### src/rtl/core/wbps_pkg.sv
// Package with the word types, opcode codes and sizing constants of the pattern scan core.
package wbps_pkg;

    localparam int MAX_PATTERN_DEF = 128;
    localparam int OFFSET_BITS_DEF = 32;
    localparam int MATCH_OFFSET_W = 32;
    localparam int GROUP_SIZE = 16;

    localparam logic [1:0] OP_CLEAR = 2'd0;
    localparam logic [1:0] OP_APPEND = 2'd1;
    localparam logic [1:0] OP_SCAN = 2'd2;

    typedef struct packed {
        logic [1:0] opcode;
        logic [7:0] byte_value;
        logic       wildcard_req;
        logic       region_end;
    } item_word_t;

    typedef struct packed {
        logic                      found;
        logic [MATCH_OFFSET_W-1:0] match_offset;
        logic                      pattern_overflow;
    } result_word_t;

    typedef struct packed {
        logic valid;
        logic wild;
        logic [7:0] value;
    } pat_entry_t;

    typedef struct packed {
        logic clear;
        logic shift_pat;
        logic shift_win;
    } cell_ctrl_t;

endpackage

### src/rtl/core/wbps_cell.sv
// One cell of the chain: a pattern entry and a window byte, both passed to the next cell.
module wbps_cell
(
    input  logic               clk,
    input  logic               rst_n,
    input  wbps_pkg::cell_ctrl_t ctrl,
    input  wbps_pkg::pat_entry_t pat_in,
    output wbps_pkg::pat_entry_t pat_out,
    input  logic [7:0]         win_in,
    output logic [7:0]         win_out,
    output logic               ok
);

    logic       valid_reg;
    logic       valid_next;
    logic       wild_reg;
    logic [7:0] value_reg;
    logic [7:0] win_reg;

    always_comb
    begin
        valid_next = valid_reg;
        if (ctrl.clear)
        begin
            valid_next = 1'b0;
        end
        else if (ctrl.shift_pat)
        begin
            valid_next = pat_in.valid;
        end
    end

    always_ff @(posedge clk or negedge rst_n)
    begin
        if (!rst_n)
        begin
            valid_reg <= 1'b0;
        end
        else
        begin
            valid_reg <= valid_next;
        end
    end

    always_ff @(posedge clk)
    begin
        if (ctrl.shift_pat)
        begin
            wild_reg  <= pat_in.wild;
            value_reg <= pat_in.value;
        end
        if (ctrl.shift_win)
        begin
            win_reg <= win_in;
        end
    end

    assign pat_out.valid = valid_reg;
    assign pat_out.wild  = wild_reg;
    assign pat_out.value = value_reg;
    assign win_out       = win_reg;

    // An unused cell or a wildcard never vetoes the match.
    assign ok = !valid_reg || wild_reg || (win_reg == value_reg);

endmodule

### src/rtl/core/wildcard_byte_pattern_scan_core.sv
// Top level of the wildcard byte pattern scan core: cell chain, match reduction and result register.
//
//   Channel   Payload                 Handshake
//   item      wbps_pkg::item_word_t   item_valid / item_stall
//   result    wbps_pkg::result_word_t result_valid / result_stall
//
// Clear and append words act on the cells as they are accepted; a scan word is captured
// by the cells and the first stage, and is judged after the per-cell compares pass through
// one registered AND stage over groups of cells.
// Words follow each other in back-to-back cycles while the result register is free.
// Reset clears the pattern, the overflow flag and the region state at once.
// A held result stalls the judging stage when it holds a region-end word, and the item channel stalls behind it.
module wildcard_byte_pattern_scan_core
#(
    parameter int MAX_PATTERN = wbps_pkg::MAX_PATTERN_DEF,
    parameter int OFFSET_BITS = wbps_pkg::OFFSET_BITS_DEF
)
(
    input  logic                   clk,
    input  logic                   rst_n,
    input  logic                   item_valid,
    output logic                   item_stall,
    input  wbps_pkg::item_word_t   item,
    output logic                   result_valid,
    input  logic                   result_stall,
    output wbps_pkg::result_word_t result
);

    localparam int CW = $clog2(MAX_PATTERN + 1);
    localparam int GROUPS = (MAX_PATTERN + wbps_pkg::GROUP_SIZE - 1) / wbps_pkg::GROUP_SIZE;
    localparam int CMPW = (OFFSET_BITS > CW) ? OFFSET_BITS : CW;
    localparam int SATW = (OFFSET_BITS > wbps_pkg::MATCH_OFFSET_W) ?
                          OFFSET_BITS : wbps_pkg::MATCH_OFFSET_W;

    wbps_pkg::cell_ctrl_t ctrl;
    wbps_pkg::pat_entry_t pat_link [MAX_PATTERN+1];
    logic [7:0]           win_link [MAX_PATTERN+1];
    logic [MAX_PATTERN-1:0] cell_ok;

    logic                   item_acc;
    logic                   scan_acc;
    logic                   full;

    logic [CW-1:0]          count_reg;
    logic [CW-1:0]          count_next;
    logic                   ovf_reg;
    logic                   ovf_next;
    logic [OFFSET_BITS-1:0] pos_reg;
    logic [OFFSET_BITS-1:0] pos_next;

    logic                   sat;
    logic [OFFSET_BITS-1:0] seen;
    logic [CMPW-1:0]        seen_ext;
    logic [CMPW-1:0]        cnt_ext;
    logic                   elig;
    logic [OFFSET_BITS-1:0] start_off;

    logic                   p1_valid_reg;
    logic                   p1_valid_next;
    logic                   p1_elig_reg;
    logic [OFFSET_BITS-1:0] p1_off_reg;
    logic                   p1_last_reg;
    logic                   p1_ovf_reg;

    logic                   p2_valid_reg;
    logic                   p2_valid_next;
    logic                   p2_elig_reg;
    logic [OFFSET_BITS-1:0] p2_off_reg;
    logic                   p2_last_reg;
    logic                   p2_ovf_reg;
    logic [GROUPS-1:0]      grp_reg;
    logic [GROUPS-1:0]      grp_next;

    logic                   p2_block;
    logic                   p2_free;
    logic                   p1_move;
    logic                   decide;

    logic                   hit_reg;
    logic                   hit_next;
    logic [OFFSET_BITS-1:0] first_reg;
    logic [OFFSET_BITS-1:0] first_next;
    logic                   hit_now;
    logic [OFFSET_BITS-1:0] off_now;
    logic [SATW-1:0]        off_sat_ext;

    logic                   out_valid_reg;
    logic                   out_valid_next;
    wbps_pkg::result_word_t out_reg;
    wbps_pkg::result_word_t out_next;
    logic                   out_load;

    // Handshake and stage movement.
    assign p2_block   = p2_last_reg && out_valid_reg && result_stall;
    assign p2_free    = !p2_valid_reg || !p2_block;
    assign p1_move    = p1_valid_reg && p2_free;
    assign item_stall = p1_valid_reg && !p2_free;
    assign item_acc   = item_valid && !item_stall;
    assign scan_acc   = item_acc && (item.opcode == wbps_pkg::OP_SCAN);
    assign decide     = p2_valid_reg && !p2_block;
    assign out_load   = decide && p2_last_reg;

    assign full = (count_reg == CW'(MAX_PATTERN));

    always_comb
    begin
        ctrl.clear     = item_acc && (item.opcode == wbps_pkg::OP_CLEAR);
        ctrl.shift_pat = item_acc && (item.opcode == wbps_pkg::OP_APPEND) && !full;
        ctrl.shift_win = scan_acc;
    end

    // The newest entry and the newest byte enter at cell zero.
    assign pat_link[0].valid = 1'b1;
    assign pat_link[0].wild  = item.wildcard_req;
    assign pat_link[0].value = item.byte_value;
    assign win_link[0]       = item.byte_value;

    generate
        for (genvar k = 0; k < MAX_PATTERN; k++)
        begin : g_cell
            wbps_cell u_cell
            (
                .clk     (clk),
                .rst_n   (rst_n),
                .ctrl    (ctrl),
                .pat_in  (pat_link[k]),
                .pat_out (pat_link[k+1]),
                .win_in  (win_link[k]),
                .win_out (win_link[k+1]),
                .ok      (cell_ok[k])
            );
        end
    endgenerate

    // Pattern count, overflow flag and region position.
    always_comb
    begin
        count_next = count_reg;
        ovf_next   = ovf_reg;
        if (ctrl.clear)
        begin
            count_next = '0;
            ovf_next   = 1'b0;
        end
        else if (ctrl.shift_pat)
        begin
            count_next = count_reg + CW'(1);
        end
        else if (item_acc && (item.opcode == wbps_pkg::OP_APPEND))
        begin
            ovf_next = 1'b1;
        end
    end

    always_comb
    begin
        sat       = (pos_reg == {OFFSET_BITS{1'b1}});
        seen      = sat ? pos_reg : pos_reg + OFFSET_BITS'(1);
        seen_ext  = CMPW'(seen);
        cnt_ext   = CMPW'(count_reg);
        elig      = (count_reg != '0) && (sat || (seen_ext >= cnt_ext));
        start_off = sat ? {OFFSET_BITS{1'b1}} : OFFSET_BITS'(seen_ext - cnt_ext);
        pos_next  = pos_reg;
        if (scan_acc)
        begin
            pos_next = item.region_end ? '0 : seen;
        end
    end

    // Registered AND over groups of cells.
    always_comb
    begin
        grp_next = '1;
        for (int g = 0; g < GROUPS; g++)
        begin
            for (int i = 0; i < wbps_pkg::GROUP_SIZE; i++)
            begin
                if (g * wbps_pkg::GROUP_SIZE + i < MAX_PATTERN)
                begin
                    grp_next[g] = grp_next[g] & cell_ok[g * wbps_pkg::GROUP_SIZE + i];
                end
            end
        end
    end

    always_comb
    begin
        p1_valid_next = p1_valid_reg && !p2_free;
        if (scan_acc)
        begin
            p1_valid_next = 1'b1;
        end
        p2_valid_next = p2_free ? p1_valid_reg : p2_valid_reg;
    end

    // Decision on the first hit and the result word.
    always_comb
    begin
        hit_now     = hit_reg || (p2_elig_reg && (&grp_reg));
        off_now     = hit_reg ? first_reg : p2_off_reg;
        off_sat_ext = SATW'(off_now);
        hit_next    = hit_reg;
        first_next  = first_reg;
        out_next    = out_reg;
        if (decide)
        begin
            if (p2_last_reg)
            begin
                hit_next   = 1'b0;
                first_next = '0;
            end
            else
            begin
                hit_next   = hit_now;
                first_next = off_now;
            end
        end
        if (out_load)
        begin
            out_next.found = hit_now;
            if (!hit_now)
            begin
                out_next.match_offset = '0;
            end
            else if (off_sat_ext > SATW'({wbps_pkg::MATCH_OFFSET_W{1'b1}}))
            begin
                out_next.match_offset = '1;
            end
            else
            begin
                out_next.match_offset = wbps_pkg::MATCH_OFFSET_W'(off_now);
            end
            out_next.pattern_overflow = p2_ovf_reg;
        end
        out_valid_next = out_load || (out_valid_reg && result_stall);
    end

    always_ff @(posedge clk or negedge rst_n)
    begin
        if (!rst_n)
        begin
            count_reg     <= '0;
            ovf_reg       <= 1'b0;
            pos_reg       <= '0;
            p1_valid_reg  <= 1'b0;
            p2_valid_reg  <= 1'b0;
            hit_reg       <= 1'b0;
            first_reg     <= '0;
            out_valid_reg <= 1'b0;
        end
        else
        begin
            count_reg     <= count_next;
            ovf_reg       <= ovf_next;
            pos_reg       <= pos_next;
            p1_valid_reg  <= p1_valid_next;
            p2_valid_reg  <= p2_valid_next;
            hit_reg       <= hit_next;
            first_reg     <= first_next;
            out_valid_reg <= out_valid_next;
        end
    end

    always_ff @(posedge clk)
    begin
        if (scan_acc)
        begin
            p1_elig_reg <= elig;
            p1_off_reg  <= start_off;
            p1_last_reg <= item.region_end;
            p1_ovf_reg  <= ovf_reg;
        end
        if (p1_move)
        begin
            p2_elig_reg <= p1_elig_reg;
            p2_off_reg  <= p1_off_reg;
            p2_last_reg <= p1_last_reg;
            p2_ovf_reg  <= p1_ovf_reg;
            grp_reg     <= grp_next;
        end
        out_reg <= out_next;
    end

    assign result_valid = out_valid_reg;
    assign result       = out_reg;

endmodule

### config.mk
export PLATFORM = sky130hd
export DESIGN_NAME = wildcard_byte_pattern_scan_core
export DESIGN_NICKNAME = d
export VERILOG_FILES = /design/src/rtl/core/wbps_pkg.sv /design/src/rtl/core/wbps_cell.sv /design/src/rtl/core/wildcard_byte_pattern_scan_core.sv
export SDC_FILE = /design/constraint.sdc
export NUM_CORES = 2
export LEC_CHECK = 0
export ABC_AREA = 1
export BUFFER_PORTS_ARGS = -buffer_cell sky130_fd_sc_hd__buf_4
export CAP_MARGIN = 20
export CORE_UTILIZATION = 63
export DETAILED_ROUTE_END_ITERATION = 8
export PLACE_DENSITY = 0.79
export SLEW_MARGIN = 20
export SYNTH_ARGS = -nofsm -noshare
export SYNTH_HDL_FRONTEND = slang
export SYNTH_SLANG_ARGS = --single-unit
### constraint.sdc
create_clock -name clk -period 40.2 [get_ports clk]
set_input_delay 2.01 -clock clk [delete_from_list [all_inputs] [get_ports clk]]
set_output_delay 2.01 -clock clk [all_outputs]
set_load 0.005 [all_outputs]
After elaboration in Yosys (flattened, before gate mapping)
Cells that the tools add are included.
W data, S select, Z words.
{ "totals": {"in_bits": 16, "elab_cells": 1471, "output_inout_bits": 36, "reg_bits": 2493} }
{ "classes": {"order_cmp": 2, "add_sub_neg": 3, "n_eq_ne": 133, "mux": 268, "n_reduce_logical": 413, "bitwise": 120} }
{ "op_table": {"columns": ["cell", "count"], "rows": [
  ["$eq A8 B8 Y1", 128],
  ["$mux W1", 261],
  ["$logic_or A1 B1 Y1", 260],
  ["$mux W32", 5],
  ["$logic_not A1 Y1", 133],
  ["$and A1 B1 Y1", 120],
  ["$add A32 B1 Y32 const B", 1],
  ["$eq A32 B32 Y1 const B", 1],
  ["$ge A32 B8 Y1", 1],
  ["$gt A32 B32 Y1 const B", 1],
  ["$sub A32 B8 Y32", 1],
  ["$mux W8", 2],
  ["$logic_and A1 B1 Y1", 14],
  ["$add A8 B1 Y8 const B", 1],
  ["$eq A8 B8 Y1 const B", 1],
  ["$reduce_and A8 Y1", 1],
  ["$reduce_bool A8 Y1", 1],
  ["$reduce_bool A2 Y1", 2],
  ["$eq A2 B1 Y1 const B", 1],
  ["$eq A2 B2 Y1 const B", 1],
  ["$logic_not A2 Y1", 1],
  ["$ne A2 B1 Y1 const B", 1],
  ["$reduce_and A2 Y1", 1]
]} }

Longest topological paths before layout
{ "logic_depth": {"depth_word": 18, "mapped_depth": 23, "depth_no_buf": 23} }

Modules after synthesis
Synthesis repeated with hierarchy kept, for this count alone.
{ "hier_totals": {"hier_cells": 8353, "hier_area_um2": 100767.9} }
{ "by_module_without_submodules": {"columns": ["mod", "area_per_inst_um2", "instances", "seq_area_each_um2", "cells_per_inst"], "rows": [
  ["wbps_cell", 713.2, 128, 535.5, 57],
  ["wildcard_byte_pattern_scan_core", 9480.3, 1, 5290.1, 1057]
]} }

Least setup slack after synthesis
No wires, ideal clock.
{ "synth_timing": {"path_kind": "in2reg", "start": "in result_stall", "end": "reg g_cell[0].u_cell.win_reg[0], enable pin", "slack_ps": 6927, "stages": 9, "path_buffers": 2, "arrival_time_ps": 31435, "path_cell_list": "nand3_1 > nor2_1 > nand2_1 > nand2_1 > inv_1 > nand2_1 > nor2_1 > clkbuf_1 > clkbuf_1"} }
{ "synth_rtl": {"columns": ["element", "line", "rtl"], "rows": [
  ["start, declared", "wildcard_byte_pattern_scan_core.sv:25", "input logic result_stall,"],
  ["end signal, assigned", "wbps_cell.sv:54", "win_reg <= win_in;"],
  ["end, declared", "wbps_cell.sv:18", "logic [7:0] win_reg;"]
]} }

==> impl_metrics.toml <==
[logic_synthesis]
synth_edf_count = 2288
yosys.area_share.adder_pct = 0.168
synth_nets = 6214
syn_area_sq_um = 93800
postSynthCellCount = 6186
syn_area_per_cell_sq_um = 15.2
muxShareOfSynthArea_pct = 0
async_flop_share_pct = 8.22
yosys.area_share.simple_pct = 9.25
ys_types = 43
synth_top_family_by_area = "simple AND/OR/NAND/NOR gates"
synth-seq-cells = 2493
ys_warn_count = 0
synth_compound_area_share_pct = 2.84
seq_area_frac_synth_pct = 78.7
synthXorXnorAreaFrac_pct = 6.45
synth_flop_cell = "edfxtp_1"

[critical_path]
cp-startpoint = "result_stall"
crit_path_end_kind = "flip-flop"
path_max_fanout = 186
cp-start-kind = "input pin"
rr_worst_depth = 11
reg2reg_from = "p2_last_reg$_DFFE_PP_"
critical_path_arrival_ps = 7650
required_ps = 40660
path_class = "in2reg"

[floorplan]
die_h_um = 388
core_area_sq_um = 148000
initial_core_util_pct = 63.5
pin_count = 52
dieArea_sq_um = 151000
die_w_um = 388
row_count = 141

[sta]
finalCritPeriodShare_pct = 17.9
worst_slack_ps = 33010
tightest_slew_ps = 1110
clock.fmax_ghz = 0.139
slew_violations = 0
finalSetupTns_ps = 0
rsz0062_at_grt = "no"
relSlewSlack_pct = 25.9
finalSetupViolCount = 0
timing.final.hold_violations = 0
clock_skew_ps = 43.2
fin_crit_ps = 7190

[global_routing]
grt_start_max_net_pins = 187
grt_util_all_layers_pct = 22.6
antenna_found_initial = 0
grt_overflow_total = 0
grt_pass1_wl_mm = 266
grt_pass1_vias = 49600

[placement]
numPlacedInstances = 8144
gp_congestion = 0.860
portBuffers = 51
hpwlAfterDp_mm = 104
preCtsSetupSlack_ps = 31650

[final_layout]
drive_gt1_share_pct = 10.9
diodes = 0
fin_cells = 8579
final_nets = 6473
syn_to_final_growth_pct = 11.2
final_util_pct = 70.6

[detailed_routing]
drt-total-wl_mm = 169
vias = 48100
wl_met1_mm = 67.1
route.met3.wl_mm = 10.7
first_pass_iters = 6
wl_per_cell_um = 19.7
viasPerCell = 5.61
top_layer_used = "met4"
met2_length_mm = 86.6
initialDrtViolationCount = 4471
drc = 0
drtAntennaViolNets = 0

[clock_tree]
clock_sinks = 2493
h-tree-depth = 4
post_cts_buffers = 0
clk_pin_slew_worst_paths_ps = 60
cts_hold_buf = 0
root_buffer = "clkbuf_16"
ctsLongestPathBuffers = 3
cts_tree = "built"
clk_latency_ps = 860
cts_buffers = 226
cts.repair.resized = 0

[pwr]
ir_drop_mv = 0.0433
fin_total_pwr_mw = 5.28
p_leak_nw = 34.6
power_density_nw_per_um2 = 50.6

[worst_hold_path]
min_path_cells = 0
hold_path.class = "reg2reg"
worstHoldStart = "p1_off_reg[6]$_SDFFCE_PP1P_"

[run_status]
outcome = "complete, no violations"

[job]
max_cap_viol_count = 0
## area by class of cell
type | count | area, sq um
sequential | 2493 | 73800
timing repair buffer | 87 | 763
multi-input combinational | 3046 | 17600
fill | 8749 | 43500
clock buffer | 292 | 6190
inverter | 591 | 2230
tap | 1930 | 2410
clock inverter | 140 | 1370
## cell usage after synthesis (3+ instances only)
cell type	count	area [sq um]
nor2_2	11	68.8
nand2_2	15	93.8
clkbuf_1	43	161
edfxtp_1	2288	68700
o21ai_2	3	26.3
o21bai_1	3	22.5
o22ai_1	180	1130
nand2_4	3	33.8
nor2_4	8	90.1
o21ai_0	203	1020
nor3_1	81	405
or2_2	221	1380
buf_2	3	15.0
a21oi_1	13	65.1
o31ai_1	11	82.6
dfrtp_1	205	5130
nor2_1	435	1630
ha_1	11	138
nor4_1	30	188
nor3b_1	22	165
nand4_1	157	982
nand3_1	111	556
xnor2_1	343	3000
a211oi_1	36	270
buf_1	7	26.3
xor2_1	348	3050
nand3_2	12	120
nand2_1	774	2910
inv_1	588	2210
## metal layers
metal / up-vias / global-route usage (%)
met5: - / 0
met4: 0 / 7.06
met3: 321 / 3.67
met2: 1696 / 38.6
met1: 23700 / 30.1
li1: 22400 / -
## critical path: stages
cell and delay [ps]:
buf_4 110, nand3_1 110, nor2_1 100, nand2_1 110, nand2_1 110, nor2_1 220
nand3_4 490, inv_8 850, buf_12 790, buf_4 830, buf_4 810, buf_4 760
## cell usage in the layout, fill, tap and decap left out, types with 203 or more instances in the layout
cell type,count
nand2_1,773
clkbuf_16,230
inv_1,587
dfrtp_1,205
xor2_1,348
or2_2,221
nor2_1,433
o21ai_0,203
edfxtp_1,2288
xnor2_1,343
## path summary, 6_finish.rpt
kind | to | slack (ps)
max in group asynchronous | g_cell[97].u_cell.valid_reg$_DFFE_PN0P_ | 37370
max | g_cell[114].u_cell.value_reg[5]$_DFFE_PP_ | 33010
min | p2_off_reg[6]$_DFFE_PP_ | 420
min in group asynchronous | first_reg[20]$_DFFE_PN0P_ | 1190
max reg2reg | g_cell[114].u_cell.value_reg[5]$_DFFE_PP_ | 33860
min reg2reg | p2_off_reg[6]$_DFFE_PP_ | 420
## cell families (layout without fill, tap and decap cells)
logic type / count (synthesis) / count (layout)
AOI/OAI and AO/OA: 457 / 457
xor gates and xnor gates: 691 / 691
adders and majority gates: 12 / 12
buffers and inverters: 647 / 1110
DFF: 2493 / 2493
and+or+nand+nor: 1886 / 1886
## report_power, final
| part | total [mW] | internal, mW | leakage (nW) | switching, mW |
|---|---|---|---|---|
| combinational | 0.201 | 0.0641 | 9.32 | 0.137 |
| clock | 2.15 | 1.22 | 3.73 | 0.935 |
| sequential | 2.93 | 2.89 | 21.5 | 0.0343 |
| total | 5.28 | 4.17 | 34.6 | 1.11 |
## metrics by stage
step,area (sq um),hold slack [ps]
2_1_floorplan,93800,400
3_3_place_gp,96800,404
3_5_place_dp,96800,405
4_1_cts,104000,417
5_1_grt,104000,425
6_report,104000,419
Power figures use the tool's default switching activity.
